File: src/hw/rtl/eventual_safe_nodes_assert.svh
// Assertion macros shared by the eventual safe nodes RTL.
`ifndef EVENTUAL_SAFE_NODES_ASSERT_SVH
`define EVENTUAL_SAFE_NODES_ASSERT_SVH

// Same-cycle implication, sampled on clk, off while rst_n is low.
`define ESN_ASSERT_IMP(lbl, ante, cons, msg) \
  lbl: assert property (@(posedge clk) disable iff (!rst_n) (ante) |-> (cons)) \
    else $error(msg);

// Next-cycle implication, sampled on clk, off while rst_n is low.
`define ESN_ASSERT_NXT(lbl, ante, cons, msg) \
  lbl: assert property (@(posedge clk) disable iff (!rst_n) (ante) |=> (cons)) \
    else $error(msg);

`endif

File: src/hw/rtl/esn_pkg.sv
// Shared types and constants for the eventual safe nodes block.
`timescale 1ns / 1ps
package esn_pkg;

  localparam int NODE_W = 6;
  localparam int CNT_W  = 7;
  localparam logic [CNT_W-1:0] NODE_COUNT_RST = 7'd64;

  typedef struct packed {
    logic [NODE_W-1:0] rd_node;
    logic              wr_en;
    logic [NODE_W-1:0] wr_node;
    logic              clear;
  } deg_ctl_t;

endpackage

File: src/hw/rtl/esn_ram.sv
// Generic single-write, single-read RAM with registered read data.
`timescale 1ns / 1ps
module esn_ram #(
  parameter int WIDTH = 8,
  parameter int DEPTH = 64
) (
  input  logic                                      clk,
  input  logic                                      we,
  input  logic [((DEPTH > 1) ? $clog2(DEPTH) : 1)-1:0] waddr,
  input  logic [WIDTH-1:0]                          wdata,
  input  logic [((DEPTH > 1) ? $clog2(DEPTH) : 1)-1:0] raddr,
  output logic [WIDTH-1:0]                          rdata
);

  logic [WIDTH-1:0] mem [DEPTH];
  logic [WIDTH-1:0] rdata_r;

  always_ff @(posedge clk) begin
    if (we) begin
      mem[waddr] <= wdata;
    end
    rdata_r <= mem[raddr];
  end

  assign rdata = rdata_r;

endmodule

File: src/hw/rtl/esn_deg_unit.sv
// Out-degree store: RAM, per-entry valid bits and write-to-read forwarding.
`timescale 1ns / 1ps
`include "eventual_safe_nodes_assert.svh"
module esn_deg_unit #(
  parameter int MAX_NODES = 64,
  parameter int DEG_W     = 9
) (
  input  logic              clk,
  input  logic              rst_n,
  input  esn_pkg::deg_ctl_t ctl,
  input  logic [DEG_W-1:0]  wr_data,
  output logic [DEG_W-1:0]  rd_data
);
  import esn_pkg::*;

  localparam int NA_W = $clog2(MAX_NODES);

  logic [MAX_NODES-1:0] vld_r;
  logic                 vld_rd_r;
  logic [NA_W-1:0]      rd_addr_r;
  logic [NA_W-1:0]      wr_addr_r;
  logic                 wr_en_r;
  logic [DEG_W-1:0]     wr_data_r;
  logic [DEG_W-1:0]     ram_rdata;

  esn_ram #(
    .WIDTH (DEG_W),
    .DEPTH (MAX_NODES)
  ) u_ram (
    .clk   (clk),
    .we    (ctl.wr_en),
    .waddr (ctl.wr_node[NA_W-1:0]),
    .wdata (wr_data),
    .raddr (ctl.rd_node[NA_W-1:0]),
    .rdata (ram_rdata)
  );

  always_ff @(posedge clk) begin
    if (!rst_n) begin
      vld_r   <= '0;
      wr_en_r <= 1'b0;
    end else begin
      if (ctl.clear) begin
        vld_r <= '0;
      end else if (ctl.wr_en) begin
        vld_r[ctl.wr_node[NA_W-1:0]] <= 1'b1;
      end
      wr_en_r <= ctl.wr_en;
    end
  end

  always_ff @(posedge clk) begin
    rd_addr_r <= ctl.rd_node[NA_W-1:0];
    vld_rd_r  <= vld_r[ctl.rd_node[NA_W-1:0]];
    wr_addr_r <= ctl.wr_node[NA_W-1:0];
    wr_data_r <= wr_data;
  end

  // previous-cycle write to the same entry wins over the RAM's old data
  assign rd_data = (wr_en_r && (wr_addr_r == rd_addr_r)) ? wr_data_r :
                   (vld_rd_r ? ram_rdata : '0);

  `ESN_ASSERT_IMP(a_clear_no_write, ctl.clear, !ctl.wr_en, "degree clear with write pending")
  `ESN_ASSERT_NXT(a_write_valid, ctl.wr_en && !ctl.clear, vld_r[$past(ctl.wr_node[NA_W-1:0])], "written degree entry not valid")
  `ESN_ASSERT_NXT(a_clear_done, ctl.clear, vld_r == '0, "degree valid bits survive clear")

endmodule

File: src/hw/rtl/eventual_safe_nodes.sv
// Top level: eventually safe nodes of a directed graph by reverse Kahn sort.
//
// Input: an item is taken on a clock edge with start high and busy low. Each
// item may carry one edge (in_from_node -> in_to_node); items load one per
// cycle. An edge with a node at or above node_count is ignored; an edge past
// MAX_EDGES stored is dropped and reported by out_edge_overflow.
// The item with in_last_edge high starts the computation and raises busy.
// Computation: a scan queues terminal nodes; each popped node then reads every
// stored edge, one edge read per cycle from the edge RAM, and the computation
// ends when the queue is found empty.
// Results: n results, one per cycle, node 0 first, each marked by out_valid
// for one cycle; out_last_node flags node n-1. busy drops as the last result
// goes out, and the next graph may load from that cycle on.
// The receiver cannot stall; results are never held back.
// Config: cfg_node_count is written on cfg_valid & cfg_ready, only while busy
// is low. 0 acts as 1 and values above MAX_NODES act as MAX_NODES.
// Reset: node_count becomes 64 and the graph store is empty.
`timescale 1ns / 1ps
`include "eventual_safe_nodes_assert.svh"
module eventual_safe_nodes #(
  parameter int MAX_NODES = 64,
  parameter int MAX_EDGES = 256
) (
  input  logic                        clk,
  input  logic                        rst_n,
  input  logic                        start,
  output logic                        busy,
  input  logic [esn_pkg::NODE_W-1:0]  in_from_node,
  input  logic [esn_pkg::NODE_W-1:0]  in_to_node,
  input  logic                        in_edge_present,
  input  logic                        in_last_edge,
  output logic                        out_valid,
  output logic [esn_pkg::NODE_W-1:0]  out_node_index,
  output logic                        out_is_safe,
  output logic                        out_edge_overflow,
  output logic                        out_last_node,
  input  logic                        cfg_valid,
  output logic                        cfg_ready,
  input  logic [esn_pkg::CNT_W-1:0]   cfg_node_count
);
  import esn_pkg::*;

  localparam int NA_W  = $clog2(MAX_NODES);
  localparam int EC_W  = $clog2(MAX_EDGES + 1);
  localparam int EA_W  = (MAX_EDGES > 1) ? $clog2(MAX_EDGES) : 1;
  localparam int DEG_W = EC_W;
  localparam logic [CNT_W-1:0] MAXN = CNT_W'(MAX_NODES);
  localparam logic [EC_W-1:0]  MAXE = EC_W'(MAX_EDGES);

  localparam logic [2:0] S_LOAD = 3'd0;
  localparam logic [2:0] S_SCAN = 3'd1;
  localparam logic [2:0] S_POP  = 3'd2;
  localparam logic [2:0] S_POPW = 3'd3;
  localparam logic [2:0] S_EDGE = 3'd4;
  localparam logic [2:0] S_EMIT = 3'd5;

  logic [2:0]           state_r, state_nxt;
  logic [CNT_W-1:0]     node_count_r;
  logic [CNT_W-1:0]     n_eff;
  logic [EC_W-1:0]      stored_r, stored_nxt;
  logic                 ovf_r, ovf_nxt;
  logic [CNT_W-1:0]     scnt_r, scnt_nxt;
  logic [CNT_W-1:0]     head_r, head_nxt;
  logic [CNT_W-1:0]     tail_r, tail_nxt;
  logic [CNT_W-1:0]     ocnt_r, ocnt_nxt;
  logic [EC_W-1:0]      ecnt_r, ecnt_nxt;
  logic                 l1_vld_r, l1_vld_nxt;
  logic [NODE_W-1:0]    l1_node_r;
  logic                 s_vld_r, s_vld_nxt;
  logic [NODE_W-1:0]    s_node_r;
  logic                 e1_vld_r, e1_vld_nxt;
  logic                 e2_vld_r, e2_vld_nxt;
  logic [NODE_W-1:0]    e2_src_r;
  logic [NODE_W-1:0]    f_r;
  logic                 out_valid_r, out_valid_nxt;
  logic [NODE_W-1:0]    out_node_r;
  logic                 out_ovf_r, out_last_r;
  logic                 clear_graph;

  logic                 acc, edge_ok, edge_store;
  logic [NODE_W-1:0]    e_src, e_tgt;
  logic [2*NODE_W-1:0]  edge_rdata;
  logic [NODE_W-1:0]    q_rdata;
  logic                 push_en;
  logic [NODE_W-1:0]    push_node;
  deg_ctl_t             deg_ctl;
  logic [DEG_W-1:0]     deg_wdata, deg_rd;

  assign busy      = (state_r != S_LOAD);
  assign cfg_ready = !busy;

  always_comb begin
    if (node_count_r == '0) begin
      n_eff = CNT_W'(1);
    end else if (node_count_r > MAXN) begin
      n_eff = MAXN;
    end else begin
      n_eff = node_count_r;
    end
  end

  assign acc        = start && !busy;
  assign edge_ok    = acc && in_edge_present && ({1'b0, in_from_node} < n_eff) &&
                      ({1'b0, in_to_node} < n_eff);
  assign edge_store = edge_ok && (stored_r < MAXE);

  assign e_src = edge_rdata[2*NODE_W-1:NODE_W];
  assign e_tgt = edge_rdata[NODE_W-1:0];

  esn_ram #(
    .WIDTH (2 * NODE_W),
    .DEPTH (MAX_EDGES)
  ) u_edge_ram (
    .clk   (clk),
    .we    (edge_store),
    .waddr (stored_r[EA_W-1:0]),
    .wdata ({in_from_node, in_to_node}),
    .raddr (ecnt_r[EA_W-1:0]),
    .rdata (edge_rdata)
  );

  esn_ram #(
    .WIDTH (NODE_W),
    .DEPTH (MAX_NODES)
  ) u_queue_ram (
    .clk   (clk),
    .we    (push_en),
    .waddr (tail_r[NA_W-1:0]),
    .wdata (push_node),
    .raddr (head_r[NA_W-1:0]),
    .rdata (q_rdata)
  );

  esn_deg_unit #(
    .MAX_NODES (MAX_NODES),
    .DEG_W     (DEG_W)
  ) u_deg (
    .clk     (clk),
    .rst_n   (rst_n),
    .ctl     (deg_ctl),
    .wr_data (deg_wdata),
    .rd_data (deg_rd)
  );

  // degree read select, read-modify-write and queue push
  always_comb begin
    deg_ctl         = '0;
    deg_wdata       = '0;
    push_en         = 1'b0;
    push_node       = '0;
    deg_ctl.clear   = clear_graph;
    case (state_r)
      S_LOAD:  deg_ctl.rd_node = in_from_node;
      S_SCAN:  deg_ctl.rd_node = scnt_r[NODE_W-1:0];
      S_EDGE:  deg_ctl.rd_node = e_src;
      S_EMIT:  deg_ctl.rd_node = ocnt_r[NODE_W-1:0];
      default: deg_ctl.rd_node = '0;
    endcase
    if (l1_vld_r) begin
      deg_ctl.wr_en   = 1'b1;
      deg_ctl.wr_node = l1_node_r;
      deg_wdata       = deg_rd + DEG_W'(1);
    end else if (e2_vld_r && (deg_rd != '0)) begin
      deg_ctl.wr_en   = 1'b1;
      deg_ctl.wr_node = e2_src_r;
      deg_wdata       = deg_rd - DEG_W'(1);
    end
    if (s_vld_r && (deg_rd == '0)) begin
      push_en   = 1'b1;
      push_node = s_node_r;
    end else if (e2_vld_r && (deg_rd == DEG_W'(1))) begin
      push_en   = 1'b1;
      push_node = e2_src_r;
    end
  end

  always_comb begin
    state_nxt     = state_r;
    stored_nxt    = stored_r;
    ovf_nxt       = ovf_r;
    scnt_nxt      = scnt_r;
    head_nxt      = head_r;
    tail_nxt      = push_en ? tail_r + CNT_W'(1) : tail_r;
    ocnt_nxt      = ocnt_r;
    ecnt_nxt      = ecnt_r;
    l1_vld_nxt    = 1'b0;
    s_vld_nxt     = 1'b0;
    e1_vld_nxt    = 1'b0;
    e2_vld_nxt    = e1_vld_r && (e_tgt == f_r) && ({1'b0, e_src} < n_eff);
    out_valid_nxt = 1'b0;
    clear_graph   = 1'b0;
    unique case (state_r)
      S_LOAD: begin
        if (edge_store) begin
          stored_nxt = stored_r + EC_W'(1);
          l1_vld_nxt = 1'b1;
        end
        if (edge_ok && !edge_store) begin
          ovf_nxt = 1'b1;
        end
        if (acc && in_last_edge) begin
          state_nxt = S_SCAN;
          scnt_nxt  = '0;
          head_nxt  = '0;
          tail_nxt  = '0;
        end
      end
      S_SCAN: begin
        if (scnt_r < n_eff) begin
          s_vld_nxt = 1'b1;
          scnt_nxt  = scnt_r + CNT_W'(1);
        end else if (!s_vld_r) begin
          state_nxt = S_POP;
        end
      end
      S_POP: begin
        if (head_r == tail_r) begin
          state_nxt = S_EMIT;
          ocnt_nxt  = '0;
        end else begin
          head_nxt  = head_r + CNT_W'(1);
          state_nxt = S_POPW;
        end
      end
      S_POPW: begin
        ecnt_nxt  = '0;
        state_nxt = S_EDGE;
      end
      S_EDGE: begin
        if (ecnt_r < stored_r) begin
          e1_vld_nxt = 1'b1;
          ecnt_nxt   = ecnt_r + EC_W'(1);
        end else if (!e1_vld_r && !e2_vld_r) begin
          state_nxt = S_POP;
        end
      end
      S_EMIT: begin
        out_valid_nxt = 1'b1;
        ocnt_nxt      = ocnt_r + CNT_W'(1);
        if (ocnt_r + CNT_W'(1) == n_eff) begin
          state_nxt   = S_LOAD;
          clear_graph = 1'b1;
          stored_nxt  = '0;
          ovf_nxt     = 1'b0;
        end
      end
      default: state_nxt = S_LOAD;
    endcase
  end

  always_ff @(posedge clk) begin
    if (!rst_n) begin
      state_r      <= S_LOAD;
      node_count_r <= NODE_COUNT_RST;
      stored_r     <= '0;
      ovf_r        <= 1'b0;
      scnt_r       <= '0;
      head_r       <= '0;
      tail_r       <= '0;
      ocnt_r       <= '0;
      ecnt_r       <= '0;
      l1_vld_r     <= 1'b0;
      s_vld_r      <= 1'b0;
      e1_vld_r     <= 1'b0;
      e2_vld_r     <= 1'b0;
      out_valid_r  <= 1'b0;
    end else begin
      state_r  <= state_nxt;
      stored_r <= stored_nxt;
      ovf_r    <= ovf_nxt;
      scnt_r   <= scnt_nxt;
      head_r   <= head_nxt;
      tail_r   <= tail_nxt;
      ocnt_r   <= ocnt_nxt;
      ecnt_r   <= ecnt_nxt;
      l1_vld_r <= l1_vld_nxt;
      s_vld_r  <= s_vld_nxt;
      e1_vld_r <= e1_vld_nxt;
      e2_vld_r <= e2_vld_nxt;
      out_valid_r <= out_valid_nxt;
      if (cfg_valid && cfg_ready) begin
        node_count_r <= cfg_node_count;
      end
    end
  end

  always_ff @(posedge clk) begin
    l1_node_r <= in_from_node;
    s_node_r  <= scnt_r[NODE_W-1:0];
    e2_src_r  <= e_src;
    if (state_r == S_POPW) begin
      f_r <= q_rdata;
    end
    out_node_r <= ocnt_r[NODE_W-1:0];
    out_ovf_r  <= ovf_r;
    out_last_r <= (ocnt_r + CNT_W'(1) == n_eff);
  end

  // a node is safe exactly when its remaining out-degree has reached zero
  assign out_valid         = out_valid_r;
  assign out_node_index    = out_node_r;
  assign out_is_safe       = (deg_rd == '0);
  assign out_edge_overflow = out_ovf_r;
  assign out_last_node     = out_last_r;

  `ESN_ASSERT_IMP(a_queue_order, busy, (head_r <= tail_r) && (tail_r <= n_eff), "work queue pointers out of order")
  `ESN_ASSERT_NXT(a_start_scan, start && !busy && in_last_edge, state_r == S_SCAN, "last item did not start the scan")
  `ESN_ASSERT_NXT(a_last_ends, out_valid && out_last_node, !out_valid, "results continue after last node")
  `ESN_ASSERT_IMP(a_emit_quiet, state_r == S_EMIT, !l1_vld_r && !s_vld_r && !e1_vld_r && !e2_vld_r, "pipeline busy during result transfer")

endmodule

File: config.mk
export PLATFORM = sky130hd
export DESIGN_NAME = eventual_safe_nodes
export DESIGN_NICKNAME = d
export VERILOG_FILES = /design/src/hw/rtl/esn_pkg.sv /design/src/hw/rtl/esn_ram.sv /design/src/hw/rtl/esn_deg_unit.sv /design/src/hw/rtl/eventual_safe_nodes.sv
export VERILOG_INCLUDE_DIRS = /design/src /design/src/hw/rtl
export SDC_FILE = /design/constraint.sdc
export NUM_CORES = 2
export LEC_CHECK = 0
export BUFFER_PORTS_ARGS = -buffer_cell sky130_fd_sc_hd__buf_4
export CORE_ASPECT_RATIO = 2
export CORE_UTILIZATION = 35
export CTS_BUF_LIST = sky130_fd_sc_hd__clkbuf_16
export CTS_CLUSTER_SIZE = 25
export DETAILED_ROUTE_END_ITERATION = 12
export PLACE_DENSITY = 0.6
export SLEW_MARGIN = 15
export SYNTH_ARGS = -nofsm -noshare
export SYNTH_HDL_FRONTEND = slang
export SYNTH_SLANG_ARGS = --single-unit
File: constraint.sdc
create_clock -name clk -period 5.2 [get_ports clk]
set_input_delay 0.52 -clock clk [delete_from_list [all_inputs] [get_ports clk]]
set_output_delay 0.52 -clock clk [all_outputs]
set_load 0.02 [all_outputs]
==> summary.json <==
{
  "global_routing": {
    "number_of_antenna_violations_at_the_first_check_in_global_routing": 9,
    "grt.overflow.total": 0,
    "grt_max_degree": 150,
    "grt_pass1_vias": 85790,
    "grt_first_pass_wirelength_um": 656500,
    "grt_use_total_pct": 19.61
  },
  "placed_design": {
    "placed_cells_incl_taps": 14420,
    "dp.final_hpwl_um": 315700,
    "place_congestion": 0.9224,
    "placement.io_buffers": 36
  },
  "critical_path": {
    "timing.critical_path.required_ns": 5.80,
    "crit_end": "u_deg.u_ram.mem[9][6]$_DFFE_PP_",
    "worst-setup-path-type": "register to register",
    "kind_of_end_point_of_the_critical_path": "register",
    "setup.worst_path.start_class": "register",
    "worstPathMaxFanout": 12,
    "crit_arrival_ns": 5.65,
    "critical_path.reg2reg.startpoint": "u_deg.rd_addr_r[5]$_DFF_P_",
    "crit_reg_reg_endpoint": "u_deg.u_ram.mem[9][6]$_DFFE_PP_",
    "depth_of_the_worst_register_to_register_path": 12,
    "internal_reg_to_reg_setup_slack_ns": 0.15,
    "critPathLaunch": "u_deg.rd_addr_r[5]$_DFF_P_"
  },
  "sta": {
    "final_hold_viol_count": 0,
    "upper_clock_frequency_limit_ghz": 0.1979,
    "finalSetupViolations": 0,
    "slew_of_the_pin_with_the_lowest_slew_margin_ns": 1.287,
    "whs_ns": 0.06644,
    "setup_repair_after_global_routing_missed_its_margin": "yes",
    "final.period_utilization_pct": 97.18,
    "timing.slew.headroom_pct": 13.86,
    "final_max_slew_viol_count": 0,
    "period_needed_ns": 5.053,
    "timing.clock.skew_ns": 0.08735
  },
  "yosys": {
    "ys.flop_type": "sky130_fd_sc_hd__edfxtp_1",
    "synth_cell_type_count": 70,
    "synth.yosys.warnings": 0,
    "share_of_flip_flops_with_an_asynchronous_set_or_reset_after_synthesis_pct": 0,
    "synth-edff-count": 4038,
    "synth_largest_type_area_fraction_pct": 73.97,
    "synth_seq_cells": 4240,
    "synth.cell_area_um2": 163900,
    "synthesis.nets": 8084,
    "synth_seq_area_share_pct": 76.43,
    "synth_top_cell_by_area": "sky130_fd_sc_hd__edfxtp_1",
    "synth_cells": 8018,
    "syn-mean-instance-area_um2": 20.45,
    "synth.area.top_cells": "sky130_fd_sc_hd__edfxtp_1, sky130_fd_sc_hd__mux4_2, sky130_fd_sc_hd__dfxtp_1, sky130_fd_sc_hd__nand2_1, sky130_fd_sc_hd__nor2_1"
  },
  "routing": {
    "ant_nets": 0,
    "drc_markers": 0,
    "number_of_vias_per_cell": 5.419,
    "dr.first_iter.drc_count": 8072,
    "avgRoutedWirePerCell_um": 31.00,
    "drtPass1Iterations": 6,
    "postRouteWirelength_um": 468600,
    "num_vias": 81900
  },
  "clocking": {
    "cts_max_path_buffers": 4,
    "ctsRootBufferMaster": "sky130_fd_sc_hd__clkbuf_16",
    "clk_pin_slew_ns": 0.07,
    "cts-buffers-inserted": 355,
    "tritoncts_clock_tree": "built",
    "cts_num_sinks": 4240,
    "clock_latency_ns": 0.98,
    "post-cts-setup-buffers": 0,
    "cts_max_level": 5
  },
  "min_path": {
    "whs_path_depth": 2,
    "timing.hold.worst.start": "in_from_node[4]",
    "hold_class": "input pin to register"
  },
  "finish": {
    "finalNetCount": 8619,
    "post_layout_nonfiller_instances": 15110,
    "drive_gt1_share_pct": 26.63,
    "layout-area-overhead-vs-synth_pct": 14.54
  },
  "die": {
    "ioPinCount": 37,
    "core-area_um2": 466800,
    "design.die.area_um2": 471300,
    "core.rowCount": 355,
    "start_util_pct": 35.12,
    "die_w_um": 485.9,
    "fp.dieH_um": 969.9
  },
  "power": {
    "power.density_cell_area_nw_per_um2": 375.1,
    "vdd_drop_max_uv": 320.1,
    "power.leakage_nw": 56.28
  },
  "run_status": {
    "run_status": "complete, no violations"
  },
  "flow_run": {
    "max_cap_viol_count": 0
  }
}
synthesized netlist by cell type, drive strengths merged, types with 18 or more instances:
master / number
o22ai: 23
xnor2: 29
a22o: 98
nand4: 53
nand2: 621
mux2i: 49
edfxtp: 4038
clkbuf: 340
a211oi: 24
and3: 50
xor2: 25
nand3: 213
nor4: 24
a21oi: 56
o21ai: 42
mux4: 1112
inv: 38
a31oi: 49
dfxtp: 202
a221oi: 20
nor2: 479
ha: 41
a22oi: 66
a221o: 21
nor2b: 18
buf: 125
nor3: 27
area by class of cell:
cell class                      count  area, um^2
Antenna cell                       17       42.54
Clock buffer                      360        9009
Clock inverter                    294        2833
Fill cell                       40800      279100
Inverter                           38       150.1
Multi-Input combinational cell   3275       36960
Sequential cell                  4240      125300
Tap cell                         6247        7816
Timing Repair Buffer              643        5630
power breakdown:
group,switching (mW),internal (mW),leakage (nW)
combinational,3.74,1.55,13.3
clock,12.7,14.7,5.94
sequential,0.217,37.5,37.0
cells in the final DEF, fill, tap and decap left out, drive strengths merged, types with 10 or more instances in the layout:
cell	netlist	layout
a211oi	24	24
o21ai	42	42
a22o	98	98
xnor2	29	29
nand3	213	213
o22ai	23	23
mux2i	49	49
inv	38	128
bufinv	0	38
or3	13	13
a21oi	56	56
ha	41	41
buf	125	618
nor3	27	27
a22oi	66	66
and3	50	50
nand4	53	53
edfxtp	4038	4038
diode	0	17
dfxtp	202	202
or2	10	10
a221o	21	21
clkinvlp	0	29
mux4	1112	1112
nand2b	16	16
nor2	479	479
dlygate4sd3	0	23
clkinv	0	137
xor2	25	25
nor2b	18	18
a31oi	49	49
o21a	12	12
a221oi	20	20
o221ai	11	11
nor4	24	24
clkbuf	340	362
nand2	621	621
through the flow:
stage | worst slack, ns | TNS (ns) | area [um^2] | util (%) | power [mW]
CTS | 0.2478 | 0 | 187700 | 40.20 | 70.79
global route | -0.1073 | -5.222 | 187700 | 40.22 | 72.24
floorplan | 0.1485 | 0 | 163900 | - | 41.19
finish | 0.1466 | 0 | 187800 | 40.22 | 70.43
global placement | 0.1382 | 0 | 175600 | 37.61 | 43.56
detailed placement | 0.1992 | 0 | 175600 | 37.62 | 43.63
worst min path at each step:
stage	to	slack [ns]
after floorplan	out_edge_overflow$_DFF_P_	0.33
after global routing	l1_node_r[4]$_DFF_P_	0.07
final	l1_node_r[4]$_DFF_P_	0.07
after CTS	head_r[1]$_SDFFE_PN0P_	0.001
after detailed placement	f_r[5]$_DFFE_PP_	0.40
after global placement	f_r[5]$_DFFE_PP_	0.40
per-layer routing:
metal	share of wire (%)	GRT usage (%)	wire [um]	up-vias
li1	-	-	-	33960
met1	32	19.57	147900	43750
met2	55	36.91	257600	3251
met3	4.8	2.327	22570	941
met4	8.7	14.72	40540	4
met5	0.0043	0	20	-
timing repair:
action,4_1_cts,5_1_grt
setup endpoints to repair,0,81
hold buffers,23,0
hold endpoints to repair,54,0
gates resized for setup,0,1
worst max-delay path: stages (launching register included):
cell,delay (ns)
sky130_fd_sc_hd__dfxtp_1,0.35
sky130_fd_sc_hd__xor2_1,0.31
sky130_fd_sc_hd__or3_4,0.22
sky130_fd_sc_hd__nor2_2,0.10
sky130_fd_sc_hd__o21ai_0,0.62
sky130_fd_sc_hd__inv_1,0.21
sky130_fd_sc_hd__ha_1,0.29
sky130_fd_sc_hd__and3_1,0.22
sky130_fd_sc_hd__a41oi_1,0.51
sky130_fd_sc_hd__buf_4,0.29
sky130_fd_sc_hd__a31oi_1,0.16
sky130_fd_sc_hd__nand2b_1,0.60
sky130_fd_sc_hd__nor2_1,0.77
registers in the layout, indices dropped and copies added (netlist names), 7 cells and up:
signal,cells
u_deg.u_ram.rdata,9
ecnt_r,9
ocnt_r,7
head_r,7
scnt_r,7
u_deg.wr_data_r,9
stored_r,9
u_edge_ram.mem,3072
u_deg.u_ram.mem,576
u_queue_ram.mem,384
u_edge_ram.rdata,12
tail_r,7
u_deg.vld_r,64
node_count_r,7
cells by family after synthesis:
family	synth area share, %
xor gates and xnor gates	0.2885
DFF	76.43
muxes	15.58
and+or+nand+nor	4.132
buffers and inverters	1.169
adders and majority gates	0.3129
AOI/OAI and AO/OA	2.081
(Power assumes the default switching activity.)
